## src/rtl/imm_pkg.sv

```systemverilog
// ----------------------------------------------------------------------------
// imm_pkg
// Shared types and constants of the integer matrix multiplier: field widths,
// action and register codes, controller states and the command and status
// structs between controller and datapath.
// ----------------------------------------------------------------------------
package imm_pkg;

	localparam int DATA_W    = 32;
	localparam int IDX_W     = 3;
	localparam int DIM_W     = 4;
	localparam int ACT_W     = 2;
	localparam int CFG_IDX_W = 2;

	localparam logic [ACT_W-1:0] ACT_WR_A = 2'd0;
	localparam logic [ACT_W-1:0] ACT_WR_B = 2'd1;
	localparam logic [ACT_W-1:0] ACT_MUL  = 2'd2;

	localparam logic [CFG_IDX_W-1:0] REG_A_ROWS = 2'd0;
	localparam logic [CFG_IDX_W-1:0] REG_A_COLS = 2'd1;
	localparam logic [CFG_IDX_W-1:0] REG_B_ROWS = 2'd2;
	localparam logic [CFG_IDX_W-1:0] REG_B_COLS = 2'd3;

	localparam logic [DIM_W-1:0] DIM_RESET = 4'd1;

	typedef enum logic [2:0] {
		S_IDLE,
		S_MISM,
		S_ISSUE,
		S_WAIT,
		S_EMIT
	} state_t;

	typedef struct packed {
		logic             wr_a;
		logic             wr_b;
		logic             rd_en;
		logic             clr_acc;
		logic             emit;
		logic             emit_mis;
		logic             last;
		logic [IDX_W-1:0] row_idx;
		logic [IDX_W-1:0] col_idx;
		logic [IDX_W-1:0] k_idx;
	} imm_cmd_t;

	typedef struct packed {
		logic [DIM_W-1:0] a_rows;
		logic [DIM_W-1:0] a_cols;
		logic [DIM_W-1:0] b_rows;
		logic [DIM_W-1:0] b_cols;
		logic             pipe_busy;
	} imm_sts_t;

endpackage

```

## src/rtl/imm_ctrl.sv

```systemverilog
// ----------------------------------------------------------------------------
// imm_ctrl
// Controller of the matrix multiplier: accepts commands, walks columns of B
// (outer) and rows of A (inner), issues one multiply-accumulate per cycle
// in the issue state and orders the datapath to emit each product element.
// ----------------------------------------------------------------------------
module imm_ctrl (
	input  logic                      clk,
	input  logic                      arst_n,
	input  logic                      start,
	input  logic [imm_pkg::ACT_W-1:0] action,
	input  imm_pkg::imm_sts_t         sts,
	output imm_pkg::imm_cmd_t         cmd,
	output logic                      busy
);
	import imm_pkg::*;

	state_t           state_q, state_d;
	logic [IDX_W-1:0] i_q, j_q, k_q;
	logic             accept;
	logic             k_last, j_last, i_last, elem_last;

	assign busy      = (state_q != S_IDLE);
	assign accept    = start && !busy;
	assign k_last    = ((DIM_W'(k_q) + 1'b1) == sts.a_cols);
	assign j_last    = ((DIM_W'(j_q) + 1'b1) == sts.a_rows);
	assign i_last    = ((DIM_W'(i_q) + 1'b1) == sts.b_cols);
	assign elem_last = j_last && i_last;

	// next state
	always_comb begin
		state_d = state_q;
		case (state_q)
			S_IDLE: begin
				if (accept && action == ACT_MUL) begin
					if (sts.a_cols != sts.b_rows)
						state_d = S_MISM;
					else if (sts.a_rows == '0 || sts.b_cols == '0)
						state_d = S_IDLE;
					else if (sts.a_cols == '0)
						state_d = S_WAIT;
					else
						state_d = S_ISSUE;
				end
			end
			S_MISM: state_d = S_IDLE;
			S_ISSUE: begin
				if (k_last)
					state_d = S_WAIT;
			end
			S_WAIT: begin
				if (!sts.pipe_busy)
					state_d = S_EMIT;
			end
			S_EMIT: begin
				if (elem_last)
					state_d = S_IDLE;
				else if (sts.a_cols == '0)
					state_d = S_WAIT;
				else
					state_d = S_ISSUE;
			end
			default: state_d = S_IDLE;
		endcase
	end

	// outputs
	always_comb begin
		cmd         = '0;
		cmd.row_idx = j_q;
		cmd.col_idx = i_q;
		cmd.k_idx   = k_q;
		case (state_q)
			S_IDLE: begin
				cmd.wr_a    = accept && (action == ACT_WR_A);
				cmd.wr_b    = accept && (action == ACT_WR_B);
				cmd.clr_acc = 1'b1;
			end
			S_MISM: begin
				cmd.emit_mis = 1'b1;
			end
			S_ISSUE: begin
				cmd.rd_en = 1'b1;
			end
			S_WAIT: begin
				cmd.rd_en = 1'b0;
			end
			S_EMIT: begin
				cmd.emit    = 1'b1;
				cmd.clr_acc = 1'b1;
				cmd.last    = elem_last;
			end
			default: begin
				cmd.clr_acc = 1'b1;
			end
		endcase
	end

	always_ff @(posedge clk or negedge arst_n) begin
		if (!arst_n) begin
			state_q <= S_IDLE;
		end else begin
			state_q <= state_d;
		end
	end

	// loop counters: i column of B, j row of A, k inner index
	always_ff @(posedge clk or negedge arst_n) begin
		if (!arst_n) begin
			i_q <= '0;
			j_q <= '0;
			k_q <= '0;
		end else begin
			case (state_q)
				S_IDLE: begin
					i_q <= '0;
					j_q <= '0;
					k_q <= '0;
				end
				S_ISSUE: begin
					k_q <= k_last ? '0 : k_q + 1'b1;
				end
				S_EMIT: begin
					k_q <= '0;
					if (j_last) begin
						j_q <= '0;
						i_q <= i_q + 1'b1;
					end else begin
						j_q <= j_q + 1'b1;
					end
				end
				default: begin
					k_q <= k_q;
				end
			endcase
		end
	end

endmodule

```

## config.mk

```make
export PLATFORM = sky130hd
export DESIGN_NAME = imm_ctrl
export DESIGN_NICKNAME = d
export VERILOG_FILES = /design/src/rtl/imm_pkg.sv /design/src/rtl/imm_ctrl.sv
export SDC_FILE = /design/constraint.sdc
export NUM_CORES = 1
export LEC_CHECK = 0
export BUFFER_PORTS_ARGS = -buffer_cell sky130_fd_sc_hd__buf_4
export CAP_MARGIN = 20
export CORE_MARGIN = 4
export CORE_UTILIZATION = 45
export DETAILED_ROUTE_END_ITERATION = 8
export PLACE_DENSITY_LB_ADDON = 0.1
export SYNTH_ARGS = -nofsm -noshare
export SYNTH_HDL_FRONTEND = slang
export SYNTH_SLANG_ARGS = --single-unit
```

## constraint.sdc

```tcl
create_clock -name clk -period 2.4 [get_ports clk]
set_clock_uncertainty 0.15 [all_clocks]
set_input_delay 0.6 -clock clk [delete_from_list [all_inputs] [get_ports clk]]
set_output_delay 0.6 -clock clk [all_outputs]
set_load 0.02 [all_outputs]
```

## Word level (Yosys, flattened, before mapping)

Cells that the tools add are included.

- Input port bits: 22
- Logic and storage cells: 63
- Output and inout bits: 17
- Register bits: 12

- Add/subtract/negate cells: 6
- Equality and inequality tests: 14
- Reduce and logical (&&, ||, !) cells: 19
- Muxes and demuxes: 20

Operators by type and width:

| kind | number |
|---|---|
| 3-bit two-way mux | 6 |
| 3-bit case mux with 2 select lines | 3 |
| 3-bit by 1-bit adder with 4-bit output (second input constant) | 3 |
| 4-bit equality test | 3 |
| 4-bit zero test | 3 |
| 3-bit case mux with 4 select lines | 1 |
| 3-bit by 1-bit adder with 3-bit output (second input constant) | 3 |
| 2-bit two-way mux | 4 |
| 2-bit inequality test (second input constant) | 4 |
| 3-bit by 2-bit equality test with 1-bit output (second input constant) | 2 |
| 1-bit two-way mux | 6 |
| 1-bit logical AND | 5 |
| 4-bit inequality test | 1 |
| 2-bit nonzero test | 2 |
| 3-bit by 1-bit equality test with 1-bit output (second input constant) | 1 |
| 3-bit equality test (second input constant) | 1 |
| 3-bit zero test | 1 |
| 3-bit AND reduction | 1 |
| 3-bit nonzero test | 1 |
| 3-bit OR reduction | 1 |
| 2-bit by 1-bit equality test with 1-bit output (second input constant) | 1 |
| 2-bit equality test (second input constant) | 1 |
| 2-bit zero test | 1 |
| 2-bit AND reduction | 1 |
| 3 further kinds | 3 |

## Longest topological paths before layout

- Depth after elaboration: 6
- Depth in mapped cells: 6
- Mapped depth without buffers: 6

## Least setup slack after synthesis

OpenSTA, ideal clock, no wires.

- Kind: register to output
- Start: register j_q[0]
- End: output port cmd[9] (netlist name)
- Path buffers: 0
- Slack: -0.241 ns
- Data required time: 1.650 ns
- Stages on the path, launching flop included: 6
- Arrival: 1.891 ns
- Cell sequence: dfrtp_1 ha_1 xor2_1 a211oi_1 o211ai_1 nor2_1

RTL lines:

| what | line | RTL |
|---|---|---|
| start: declaration | imm_ctrl.sv:19 | `logic [IDX_W-1:0] i_q, j_q, k_q;` |
| start signal: assignment | imm_ctrl.sv:129 | `j_q <= j_q + 1'b1;` |
| end: declaration | imm_ctrl.sv:13 | `output imm_pkg::imm_cmd_t cmd,` |

==> impl_metrics.yaml <==
floorplan:
  initial_utilization_pct: 47.0
  num_rows: 16
  die_h_microns: 53.1
  die_area_sq_um: 2810
  die_w_microns: 53.1
  coreArea_sq_um: 1940
  boundaryPins: 39
critical_path:
  critPathMaxStageDelay_ns: 0.42
  cp.required_ns: 1.65
  critPathMaxFanout: 2
  crit_chain: "ha_4 > xor2_2 > a211oi_2 > o211ai_1 > nor2_2 > buf_6"
  worst_setup_path_start_kind: "flop"
  crit_type: "reg -> out"
  crit_path_end_kind: "output pin"
  slowest_stage: "dfrtp_1"
  r2r_setup_slack_ns: 0.17
  crit_arrival_ns: 1.83
synthesis:
  synthAdderAreaFrac_pct: 4.11
  yosys_warnings: 0
  synth_area_leaders: "dfrtp_1 33%, xnor2_1 12%, xor2_1 5.8%"
  async_flop_share_pct: 100
  synth_mux_area_share_pct: 2.47
  ys_seq_area_share_pct: 32.9
  synthCells: 101
  synth_xor_area_share_pct: 17.3
  synth_cell_types: 34
  synth_edf_count: 0
  synth_flop_cell: "dfrtp_1"
  synth_area_sq_um: 913
  synth_compound_area_share_pct: 17.8
  yosys.area_share.simple_pct: 22.6
  synth_top_family_by_area: "simple AND/OR/NAND/NOR gates"
  synth_top_area_share_pct: 32.9
  synth_fp_nets: 126
  syn_area_per_cell_sq_um: 9.04
  ys_ff_latch: 12
  netlist.top_cell.by_area: "dfrtp_1"
power_and_ir_drop:
  switching_power_uw: 123
  p_int_uw: 350
  ir_drop_mv: 0.276
  leakagePower_nw: 0.657
  combinationalPowerShare_pct: 21.5
  powerDensity_nw_per_um2: 341
  seqPwrFrac_pct: 43.6
  clkPwrFrac_pct: 34.9
  swShare_pct: 26.0
layout:
  seq_area_sq_um: 304
  mostFrequentLayoutCells: "46 x buf_4, 12 x xnor2_1, 9 x dfrtp_1, 7 x nand2_1, 6 x nor2_1"
  layout.nets: 177
  final_common_cell: "buf_4"
  drive_above_1_share_pct: 43.0
  multi_input_comb_area_sq_um: 628
  area_growth_pct: 51.9
  diodes: 0
  finalNonFillerCells: 178
  num-fill-cells: 156
clocking:
  clock-sinks: 12
  clk_pin_slew_ns: 0.08
  numCtsBuffers: 3
  insertion_delay_ns: 0.28
  cts_max_level: 1
  cts_tree: "done"
  ctsRootBufferMaster: "clkbuf_4"
  ctsLongestPathBuffers: 2
placement:
  place.gp.congestion: 0.757
  dp_hpwl_microns: 2030
  io_buffers: 38
  place_inst: 169
sta:
  setup_viol: 1
  tightest_slew_ns: 0.494
  timing.fmax_mhz: 387
  fin_crit_sh_pct: 108
  holdWs_ns: 0.323
  finalHoldViolations: 0
  slew_headroom_pct: 66.8
  worst_slack_ns: -0.184
  rsz0062_at_grt: "true"
  min_period_ns: 2.58
  maxSlewViolCount: 0
global_route:
  grt_pass1_wl_microns: 4220
  antenna_found_initial: 0
  grt_usage_pct: 20.1
  grt_max_degree: 13
  grt_pass1_vias: 974
  grt-ovfl-total: 0
route:
  ant_nets: 0
  drt-initial-drc-count: 10
  vias: 977
  routed_wirelength_microns: 2550
  vias_per_cell: 5.49
  drtPass1Iterations: 3
  drc: 0
  wl_per_cell_microns: 14.3
status:
  outcome: "finished with violations"
  violations: "negative setup slack"
min_path:
  hp-class: "in -> reg"
run:
  cap_violations: 0
==> cell families after synthesis <==
group                      after synthesis
AOI/OAI and AO/OA                       21
xor gates and xnor gates                18
adders and majority gates                3
buffers and inverters                    7
DFF                                     12
muxes                                    2
and+or+nand+nor                         38
==> power by group through the flow <==
stage,Sequential (mW),Combinational (mW),Clock (mW)
detailed placement,0.210,0.0982,0
CTS,0.206,0.0985,0.167
global placement,0.210,0.0949,0
finish,0.206,0.101,0.165
floorplan,0.210,0.0437,0
global route,0.207,0.110,0.179
==> cell type report <==
type | instances | share of cell area (%)
inverters | 5 | 1.35
clock buffers | 4 | 2.61
repair buffers | 48 | 26.4
well taps | 27 | 2.43
multi-input cells | 82 | 45.3
flip-flops and latches | 12 | 21.9
==> Yosys cell counts (2+ instances only) <==
master	n
nor2_1	7
a21oi_1	2
nand2_1	7
dfrtp_1	12
nand3_1	5
o21ai_0	3
nand4_1	2
a2bb2oi_1	2
mux2_2	2
inv_1	5
a211oi_1	2
xor2_1	6
ha_1	3
a22o_1	3
nor3b_1	3
nor4_1	4
xnor2_1	12
nor2b_1	2
clkbuf_1	2
o211ai_1	3
==> worst paths after layout <==
kind | startpoint | to | depth (start not counted)
setup / recovery | j_q[1]$_DFFE_PN0N_ | cmd[9] | 6
hold / removal | sts[0] | state_q[2]$_DFFE_PN0P_ | 2
setup reg to reg | k_q[0]$_DFFE_PN0P_ | k_q[0]$_DFFE_PN0P_ | 6
hold reg to reg | i_q[0]$_DFFE_PN0P_ | i_q[0]$_DFFE_PN0P_ | 1
max in group asynchronous | arst_n | i_q[0]$_DFFE_PN0P_ | 2
min in group asynchronous | arst_n | k_q[1]$_DFFE_PN0P_ | 2
==> worst max-delay path, delay by kind of cell, from the launching register on <==
family	cells	cell delay (ns)
compound gates	2	0.43
flops	1	0.42
fa+ha+maj	1	0.26
simple gates	1	0.18
xor+xnor	1	0.14
buf+inv	1	0.14
==> stage by stage <==
stage               TNS [ns]  setup WS (ns)  utilization, %  instance area, sq um  power, mW
detailed placement         0         0.0942            65.7                  1280      0.308
CTS                   -0.173         -0.173            68.2                  1320      0.472
global route          -0.263         -0.263            71.5                  1390      0.496
floorplan             -0.108         -0.108               -                   927      0.253
global placement           0          0.143            65.7                  1280      0.305
finish                -0.184         -0.184            71.5                  1390      0.473
==> routing by layer <==
layer	vias up	track usage, %	routed length [microns]
li1	468	-	-
met1	480	21.8	974
met2	23	37.8	1430
met3	6	5.92	110
met4	0	4.68	36
met5	-	0	0
==> registers in the layout (all words and copies together), names as in the netlist <==
register  count
state_q       3
i_q           3
k_q           3
j_q           3
==> what timing repair did <==
action	CTS	global route
hold endpoints to repair	0	12
resized for setup	1	6
setup endpoints to repair	1	3
pin swaps	0	5
hold buffers	0	1
buffers inserted	1	3
(Power assumes the default switching activity.)
