==> config.mk <==
export PLATFORM = sky130hd
export DESIGN_NAME = imm_dp
export DESIGN_NICKNAME = d
export VERILOG_FILES = /design/src/rtl/imm_pkg.sv /design/src/rtl/imm_dp.sv
export SDC_FILE = /design/constraint.sdc
export NUM_CORES = 2
export LEC_CHECK = 0
export BUFFER_PORTS_ARGS = -buffer_cell sky130_fd_sc_hd__buf_4
export CAP_MARGIN = 40
export CELL_PAD_IN_SITES_DETAIL_PLACEMENT = 1
export CELL_PAD_IN_SITES_GLOBAL_PLACEMENT = 1
export CORE_MARGIN = 5
export CORE_UTILIZATION = 40
export DETAILED_ROUTE_END_ITERATION = 8
export PLACE_DENSITY_LB_ADDON = 0.1
export SLEW_MARGIN = 20
export SYNTH_ARGS = -nofsm -noshare
export SYNTH_HDL_FRONTEND = slang
export SYNTH_SLANG_ARGS = --single-unit
==> constraint.sdc <==
create_clock -name clk -period 6.8 [get_ports clk]
set_input_delay 0.68 -clock clk [delete_from_list [all_inputs] [get_ports clk]]
set_output_delay 0.68 -clock clk [all_outputs]
set_load 0.05 [all_outputs]
==> src/rtl/imm_pkg.sv <==
// ----------------------------------------------------------------------------
// imm_pkg
// Shared types and constants of the integer matrix multiplier: field widths,
// action and register codes, controller states and the command and status
// structs between controller and datapath.
// ----------------------------------------------------------------------------
package imm_pkg;

	localparam int DATA_W    = 32;
	localparam int IDX_W     = 3;
	localparam int DIM_W     = 4;
	localparam int ACT_W     = 2;
	localparam int CFG_IDX_W = 2;

	localparam logic [ACT_W-1:0] ACT_WR_A = 2'd0;
	localparam logic [ACT_W-1:0] ACT_WR_B = 2'd1;
	localparam logic [ACT_W-1:0] ACT_MUL  = 2'd2;

	localparam logic [CFG_IDX_W-1:0] REG_A_ROWS = 2'd0;
	localparam logic [CFG_IDX_W-1:0] REG_A_COLS = 2'd1;
	localparam logic [CFG_IDX_W-1:0] REG_B_ROWS = 2'd2;
	localparam logic [CFG_IDX_W-1:0] REG_B_COLS = 2'd3;

	localparam logic [DIM_W-1:0] DIM_RESET = 4'd1;

	typedef enum logic [2:0] {
		S_IDLE,
		S_MISM,
		S_ISSUE,
		S_WAIT,
		S_EMIT
	} state_t;

	typedef struct packed {
		logic             wr_a;
		logic             wr_b;
		logic             rd_en;
		logic             clr_acc;
		logic             emit;
		logic             emit_mis;
		logic             last;
		logic [IDX_W-1:0] row_idx;
		logic [IDX_W-1:0] col_idx;
		logic [IDX_W-1:0] k_idx;
	} imm_cmd_t;

	typedef struct packed {
		logic [DIM_W-1:0] a_rows;
		logic [DIM_W-1:0] a_cols;
		logic [DIM_W-1:0] b_rows;
		logic [DIM_W-1:0] b_cols;
		logic             pipe_busy;
	} imm_sts_t;

endpackage

==> src/rtl/imm_dp.sv <==
// ----------------------------------------------------------------------------
// imm_dp
// Datapath of the matrix multiplier: dimension registers, the A and B
// element stores, the read / multiply / accumulate pipeline and the result
// registers.
// ----------------------------------------------------------------------------
module imm_dp #(
	parameter int MAX_DIM = 8
) (
	input  logic                                clk,
	input  logic                                arst_n,
	input  imm_pkg::imm_cmd_t                   cmd,
	output imm_pkg::imm_sts_t                   sts,
	input  logic                                cfg_valid,
	input  logic [imm_pkg::CFG_IDX_W-1:0]       cfg_index,
	input  logic [imm_pkg::DIM_W-1:0]           cfg_data,
	input  logic [imm_pkg::IDX_W-1:0]           row,
	input  logic [imm_pkg::IDX_W-1:0]           col,
	input  logic signed [imm_pkg::DATA_W-1:0]   value,
	output logic                                valid,
	output logic [imm_pkg::IDX_W-1:0]           out_row,
	output logic [imm_pkg::IDX_W-1:0]           out_col,
	output logic signed [imm_pkg::DATA_W-1:0]   product,
	output logic                                last,
	output logic                                mismatch
);
	import imm_pkg::*;

	localparam int DEPTH = MAX_DIM * MAX_DIM;
	localparam int AW    = (MAX_DIM > 1) ? $clog2(DEPTH) : 1;
	localparam logic [DIM_W-1:0] DIM_MAX = DIM_W'(MAX_DIM);

	logic [DIM_W-1:0]  a_rows_q, a_cols_q, b_rows_q, b_cols_q;
	logic [DATA_W-1:0] mem_a_q [DEPTH];
	logic [DATA_W-1:0] mem_b_q [DEPTH];
	logic [AW-1:0]     wr_addr, rd_a_addr, rd_b_addr;
	logic              wr_ok;
	logic [DATA_W-1:0] a_s1, b_s1, prod_s2, acc_q;
	logic              vld_s1, vld_s2;
	logic              valid_q, last_q, mismatch_q;
	logic [IDX_W-1:0]  out_row_q, out_col_q;
	logic [DATA_W-1:0] product_q;

	// dimension registers
	always_ff @(posedge clk or negedge arst_n) begin
		if (!arst_n) begin
			a_rows_q <= DIM_RESET;
			a_cols_q <= DIM_RESET;
			b_rows_q <= DIM_RESET;
			b_cols_q <= DIM_RESET;
		end else if (cfg_valid) begin
			case (cfg_index)
				REG_A_ROWS: a_rows_q <= cfg_data;
				REG_A_COLS: a_cols_q <= cfg_data;
				REG_B_ROWS: b_rows_q <= cfg_data;
				REG_B_COLS: b_cols_q <= cfg_data;
				default:    a_rows_q <= a_rows_q;
			endcase
		end
	end

	// dimensions saturate at the store size
	assign sts.a_rows    = (a_rows_q > DIM_MAX) ? DIM_MAX : a_rows_q;
	assign sts.a_cols    = (a_cols_q > DIM_MAX) ? DIM_MAX : a_cols_q;
	assign sts.b_rows    = (b_rows_q > DIM_MAX) ? DIM_MAX : b_rows_q;
	assign sts.b_cols    = (b_cols_q > DIM_MAX) ? DIM_MAX : b_cols_q;
	assign sts.pipe_busy = vld_s1 || vld_s2;

	assign wr_ok     = (int'(row) < MAX_DIM) && (int'(col) < MAX_DIM);
	assign wr_addr   = AW'(int'(row) * MAX_DIM + int'(col));
	assign rd_a_addr = AW'(int'(cmd.row_idx) * MAX_DIM + int'(cmd.k_idx));
	assign rd_b_addr = AW'(int'(cmd.k_idx) * MAX_DIM + int'(cmd.col_idx));

	// element stores
	always_ff @(posedge clk) begin
		if (cmd.wr_a && wr_ok)
			mem_a_q[wr_addr] <= $unsigned(value);
		if (cmd.rd_en)
			a_s1 <= mem_a_q[rd_a_addr];
	end

	always_ff @(posedge clk) begin
		if (cmd.wr_b && wr_ok)
			mem_b_q[wr_addr] <= $unsigned(value);
		if (cmd.rd_en)
			b_s1 <= mem_b_q[rd_b_addr];
	end

	// multiply, low word only
	always_ff @(posedge clk) begin
		prod_s2 <= DATA_W'(a_s1 * b_s1);
	end

	always_ff @(posedge clk or negedge arst_n) begin
		if (!arst_n) begin
			vld_s1 <= 1'b0;
			vld_s2 <= 1'b0;
		end else begin
			vld_s1 <= cmd.rd_en;
			vld_s2 <= vld_s1;
		end
	end

	// accumulate, wraps modulo 2^32
	always_ff @(posedge clk) begin
		if (cmd.clr_acc)
			acc_q <= '0;
		else if (vld_s2)
			acc_q <= acc_q + prod_s2;
	end

	// result registers
	always_ff @(posedge clk or negedge arst_n) begin
		if (!arst_n) begin
			valid_q <= 1'b0;
		end else begin
			valid_q <= cmd.emit || cmd.emit_mis;
		end
	end

	always_ff @(posedge clk) begin
		if (cmd.emit_mis) begin
			out_row_q  <= '0;
			out_col_q  <= '0;
			product_q  <= '0;
			last_q     <= 1'b1;
			mismatch_q <= 1'b1;
		end else if (cmd.emit) begin
			out_row_q  <= cmd.row_idx;
			out_col_q  <= cmd.col_idx;
			product_q  <= acc_q;
			last_q     <= cmd.last;
			mismatch_q <= 1'b0;
		end
	end

	assign valid    = valid_q;
	assign out_row  = out_row_q;
	assign out_col  = out_col_q;
	assign product  = $signed(product_q);
	assign last     = last_q;
	assign mismatch = mismatch_q;

endmodule

## After elaboration in Yosys (flattened, before gate mapping)

Memory sizes are Yosys's and may differ from the RTL's. A register that Yosys moved wholly into a read port is not among the register bits.
Index checks and enable logic that the tools add are counted.

- Bits in registers: 123
- RAM bits: 4096
- Input bits: 63
- Output and inout bits: 58
- Word-level logic and storage cells: 43
- Memories: 2

Memory list:

| memory | words | width | rd ports | clocked after memory_dff | wr ports | RTL line | text |
|---|---|---|---|---|---|---|---|
| mem_a_q | 64 | 32 | 1 | 1 | 1 | imm_dp.sv:34 | `logic [DATA_W-1:0] mem_a_q [DEPTH];` |
| mem_b_q | 64 | 32 | 1 | 1 | 1 | imm_dp.sv:35 | `logic [DATA_W-1:0] mem_b_q [DEPTH];` |

- $add $sub $neg: 4
- Multiply operators: 1
- Order comparisons: 4
- Equal/unequal tests: 3
- Muxes and demuxes: 8
- Reduce and logical (&&, ||, !) cells: 7

Operators with widths:

| cell | count |
|---|---|
| $add A32 B32 Y32 | 1 |
| $mul A32 B32 Y32 | 1 |
| $add A6 B3 Y6 | 3 |
| $gt A4 B4 Y1 const B | 4 |
| $mux W4 | 4 |
| $reduce_and A2 Y1 | 4 |
| $eq A2 B2 Y1 const B | 2 |
| $mux W1 | 4 |
| $eq A2 B1 Y1 const B | 1 |
| $logic_not A2 Y1 | 1 |
| $logic_or A1 B1 Y1 | 2 |

## Depth between registers and ports, before layout

- Depth in word-level cells: 2
- Depth in mapped cells: 28

## Worst setup path after synthesis

No wires, ideal clock.

- Path kind: flip-flop to flip-flop
- Start: register b_s1[2] (read register of mem_b_q)
- End: register prod_s2[31]
- Library setup time: 0.072 ns
- Arrival: 7.062 ns
- Data required time: 6.728 ns
- Slack: -0.334 ns
- Stages on the path, launching flop included: 24
- Path buffers: 2
- Period minus slack after synthesis: 7.134 ns
- Cells stage by stage: edfxtp_1 > clkbuf_1 > clkbuf_1 > and2_1 > fa_1 > inv_1 > fa_1 > fa_1 > fa_1 > inv_1 > fa_1 > fa_1 > fa_1 > fa_1 > ha_1 > a21o_1 > a21o_1 > a2111oi_0 > nor3_1 > o41ai_1 > o21ai_1 > a21o_1 > a21oi_1 > xnor2_1

- Longest elaborated chain between the ends: 1

Ends and longest elaborated chain:

| what | RTL line | text |
|---|---|---|
| from (decl) | imm_dp.sv:38 | `logic [DATA_W-1:0] a_s1, b_s1, prod_s2, acc_q;` |
| $mul A32 B32 Y32 | imm_dp.sv:91 | `prod_s2 <= DATA_W'(a_s1 * b_s1);` |
| to (signal assigned) | imm_dp.sv:91 |  |
| to (decl) | imm_dp.sv:38 |  |

No other way between the ends.
A chain may end at the register's enable or synchronous reset.

## Worst setup path after layout

- Start: register b_s1[6] (read register of mem_b_q)
- End: register prod_s2[30]

The elaborated chain is that of the path after synthesis.

==> results.cfg <==
[cts]
clk_pin_slew_ns = 0.06
insertion_delay_ns = 0.98
cts-root-buf = clkbuf_16
cts-buffers-inserted = 451
cts_sinks = 4283
tritoncts = built
h-tree-depth = 5
cts-root-to-sink-buffers = 4

[yosys]
synth_commonest_cells = edfxtp_1 (4160), mux4_2 (1333), inv_1 (416)
synthSimpleGateAreaFrac_pct = 2.389
synth_compound_area_share_pct = 0.6570
ys_warn_count = 0
syn_inst = 8292
yosys.area_share.adder_pct = 5.675
synth_top_family_by_area = multiplexers
synthMuxAreaShare_pct = 17.41
avgSynthCellArea_um2 = 21.50
synth_area_leaders = edfxtp_1 (70%), mux4_2 (17%), fa_1 (4.6%)
synth_seq_cells = 4283
synth-xor-area-share_pct = 0.5602
ys_seq_area_share_pct = 71.52
synthesis.nets = 8918
synth_flop_cell = edfxtp_1
synth-edff-count = 4160
synth_top_area_share_pct = 70.08
synth_area_leader_cell = edfxtp_1
async_reset_ff_share_pct = 0.4436
synth_most_common_cell = edfxtp_1
synth.cell_area_um2 = 178200
synth.distinct_cells = 59

[setup_path]
cp_max_fo = 10
critPathRequiredTime_ns = 7.71
startpoint_type = flop
setup.worst_path.class = flop to flop
arrival_ns = 7.76
endpoint_kind = flop

[pwr]
power.internal_w = 0.07238
power_switching_w = 0.04051
p_leak_nw = 67.85
p_sw_share_pct = 35.88
vdd_drop_max_mv = 3.759
clock_power_share_pct = 21.2
seqPwrFrac_pct = 26.8
power_density_nw_per_um2 = 545.0
p_comb_share_pct = 52.1

[sta]
finalMaxSlewViolations = 0
setup_viol_count_final = 3
report.final.hold_viol_count = 0
period_share_pct = 100.8
max-slew-margin-rel_pct = 31.18
rsz0062_at_grt = yes
whs_ns = 0.06002
worst_pin_slew_ns = 1.032
finalClockSkew_ns = 0.07266
fin_crit_ns = 6.853
fmax_mhz = 145.9
setup_slack_ns = -0.05256

[floorplan]
core_area_um2 = 444800
dieArea_um2 = 459100
initial_core_util_pct = 40.07
die_x_um = 677.5
ios = 121
die_height_um = 677.5
fp-row-count = 245

[final_layout]
fill_cells = 39884
multiInputGateArea_um2 = 49210
seqCellArea_um2 = 127500
syn2layout_area_growth_pct = 16.20
stdcell_area_um2 = 207100
nets = 9620
drive_gt1_share_pct = 31.17

[placed_design]
place_area_um2 = 191000
dpl.hpwl_mm = 320.8
place_congestion = 0.7967
numPortBuffers = 120
post-place-ws_ns = -0.3405

[global_route]
track_usage_pct = 22.59
grt_pass1_wl_mm = 733.0
antenna_found_initial = 81
grt_pass1_vias = 93087
overflow = 0
busiest_layer = met2
grt_util_met2_pct = 37.55
grt_start_max_net_pins = 91
grt_util_met1_pct = 32.00
grt.met3_usage_pct = 3.292

[flow_run]
cap_violations = 0

[outcome]
status = complete, but fails checks
violations = setup timing

[routing]
antenna_left = 0
via_count = 86883
postRouteWirelength_mm = 521.8
route.detailed.drc = 0
via_per_inst = 5.669
wl_per_cell_um = 34.05
dr.pass1.iters = 8
drt_iter0_drc = 8826

[hold_path]
holdCritPathClass = primary input to flop
critical path, stage by stage, from the launching register on:
cell      delay [ns]
edfxtp_1        0.41
buf_4           0.18
buf_4           0.17
and2_1          0.18
fa_2            0.37
fa_1            0.52
fa_1            0.56
inv_2           0.05
fa_1            0.54
inv_2           0.04
fa_1            0.48
ha_1            0.30
fa_1            0.47
fa_1            0.43
ha_1            0.33
and4_4          0.21
nor2b_4         0.13
o311ai_2        0.27
nand2_2         0.14
o41ai_4         0.34
o21bai_1        0.13
a21oi_2         0.17
o21bai_1        0.08
a21oi_1         0.15
xnor2_1         0.15
sequential cells by signal (all words and copies together) (netlist names), 4 cells and up:
register  flops
acc_q        32
product      32
b_rows_q      4
a_cols_q      4
mem_b_q    2048
b_cols_q      4
a_s1         32
mem_a_q    2048
b_s1         32
a_rows_q      4
prod_s2      32
routing by layer:
| metal | vias up | share of wire, % |
|---|---|---|
| li1 | 34879 | - |
| met1 | 48769 | 42 |
| met2 | 2670 | 50 |
| met3 | 551 | 5.9 |
| met4 | 14 | 2.0 |
| met5 | - | 0.021 |
path summary, 6_finish.rpt:
check	start	end	slack, ns	depth (start not counted)
min in group asynchronous	arst_n	valid	0.14	2
setup reg to reg	b_s1[6]	prod_s2[30]	-0.05	24
max in group asynchronous	arst_n	a_cols_q[0]	6.40	2
hold reg to reg	vld_s1	vld_s2	0.38	0
hold / removal	value[9]	mem_a_q[47][9]	0.06	1
setup / recovery	b_s1[6]	prod_s2[30]	-0.05	24
repair_timing:
| item | 4_1_cts | 5_1_grt |
|---|---|---|
| cloned | 1 | 0 |
| gates resized for setup | 115 | 63 |
| hold endpoints to repair | 36 | 11 |
| endpoints found under the setup margin | 9 | 10 |
| hold buffers | 6 | 2 |
| pin swaps | 106 | 62 |
| buffers inserted | 40 | 14 |
stage by stage:
step           instances  total power (W)  TNS [ns]  utilization, %
2_1_floorplan       8292          0.06048  -0.05038               -
3_3_place_gp       14325          0.07656    -1.040           42.65
3_5_place_dp       14384          0.07730    -1.407           42.94
4_1_cts            15251           0.1088   -0.1469           46.32
5_1_grt            15304           0.1189    -1.418           46.55
6_report           15326           0.1129  -0.06935           46.57
layout make-up:
class	instances	share of cell area (%)
inverters	416	0.7539
diodes	32	0.03866
flip-flops and latches	4283	61.55
multi-input cells	3167	23.76
well taps	5928	3.581
clock buffers	561	5.756
repair buffers	675	3.487
clock inverters	264	1.074
cell usage in the layout (no fill, tap or decap), types with 95 or more instances in the layout:
master     instances
clkbuf_16        461
clkinv_1         104
edfxtp_1        4160
buf_4            490
dfxtp_1          104
nand2_1          275
mux4_2          1333
inv_1            404
nor2_4           129
and2_1           270
ha_1             134
clkbuf_1          99
fa_1             373
clkinv_2          95
power by group through the flow:
| stage | Sequential [W] | Combinational [W] | Clock (W) |
|---|---|---|---|
| 2_1_floorplan | 0.0308 | 0.0296 | 0 |
| 5_1_grt | 0.0302 | 0.0631 | 0.0256 |
| 3_5_place_dp | 0.0308 | 0.0465 | 0 |
| 4_1_cts | 0.0302 | 0.0541 | 0.0245 |
| 3_3_place_gp | 0.0307 | 0.0458 | 0 |
| 6_report | 0.0302 | 0.0588 | 0.0239 |
cells by family (layout without fill, tap and decap cells):
kind of cell / after synthesis / after routing
flops: 4283 / 4283
mux: 1430 / 1430
simple gates: 884 / 884
buf+inv: 842 / 1916
fa+ha+maj: 563 / 563
compound gates: 176 / 176
xor+xnor: 114 / 114
other cells: 0 / 32
(Power assumes the default switching activity.)
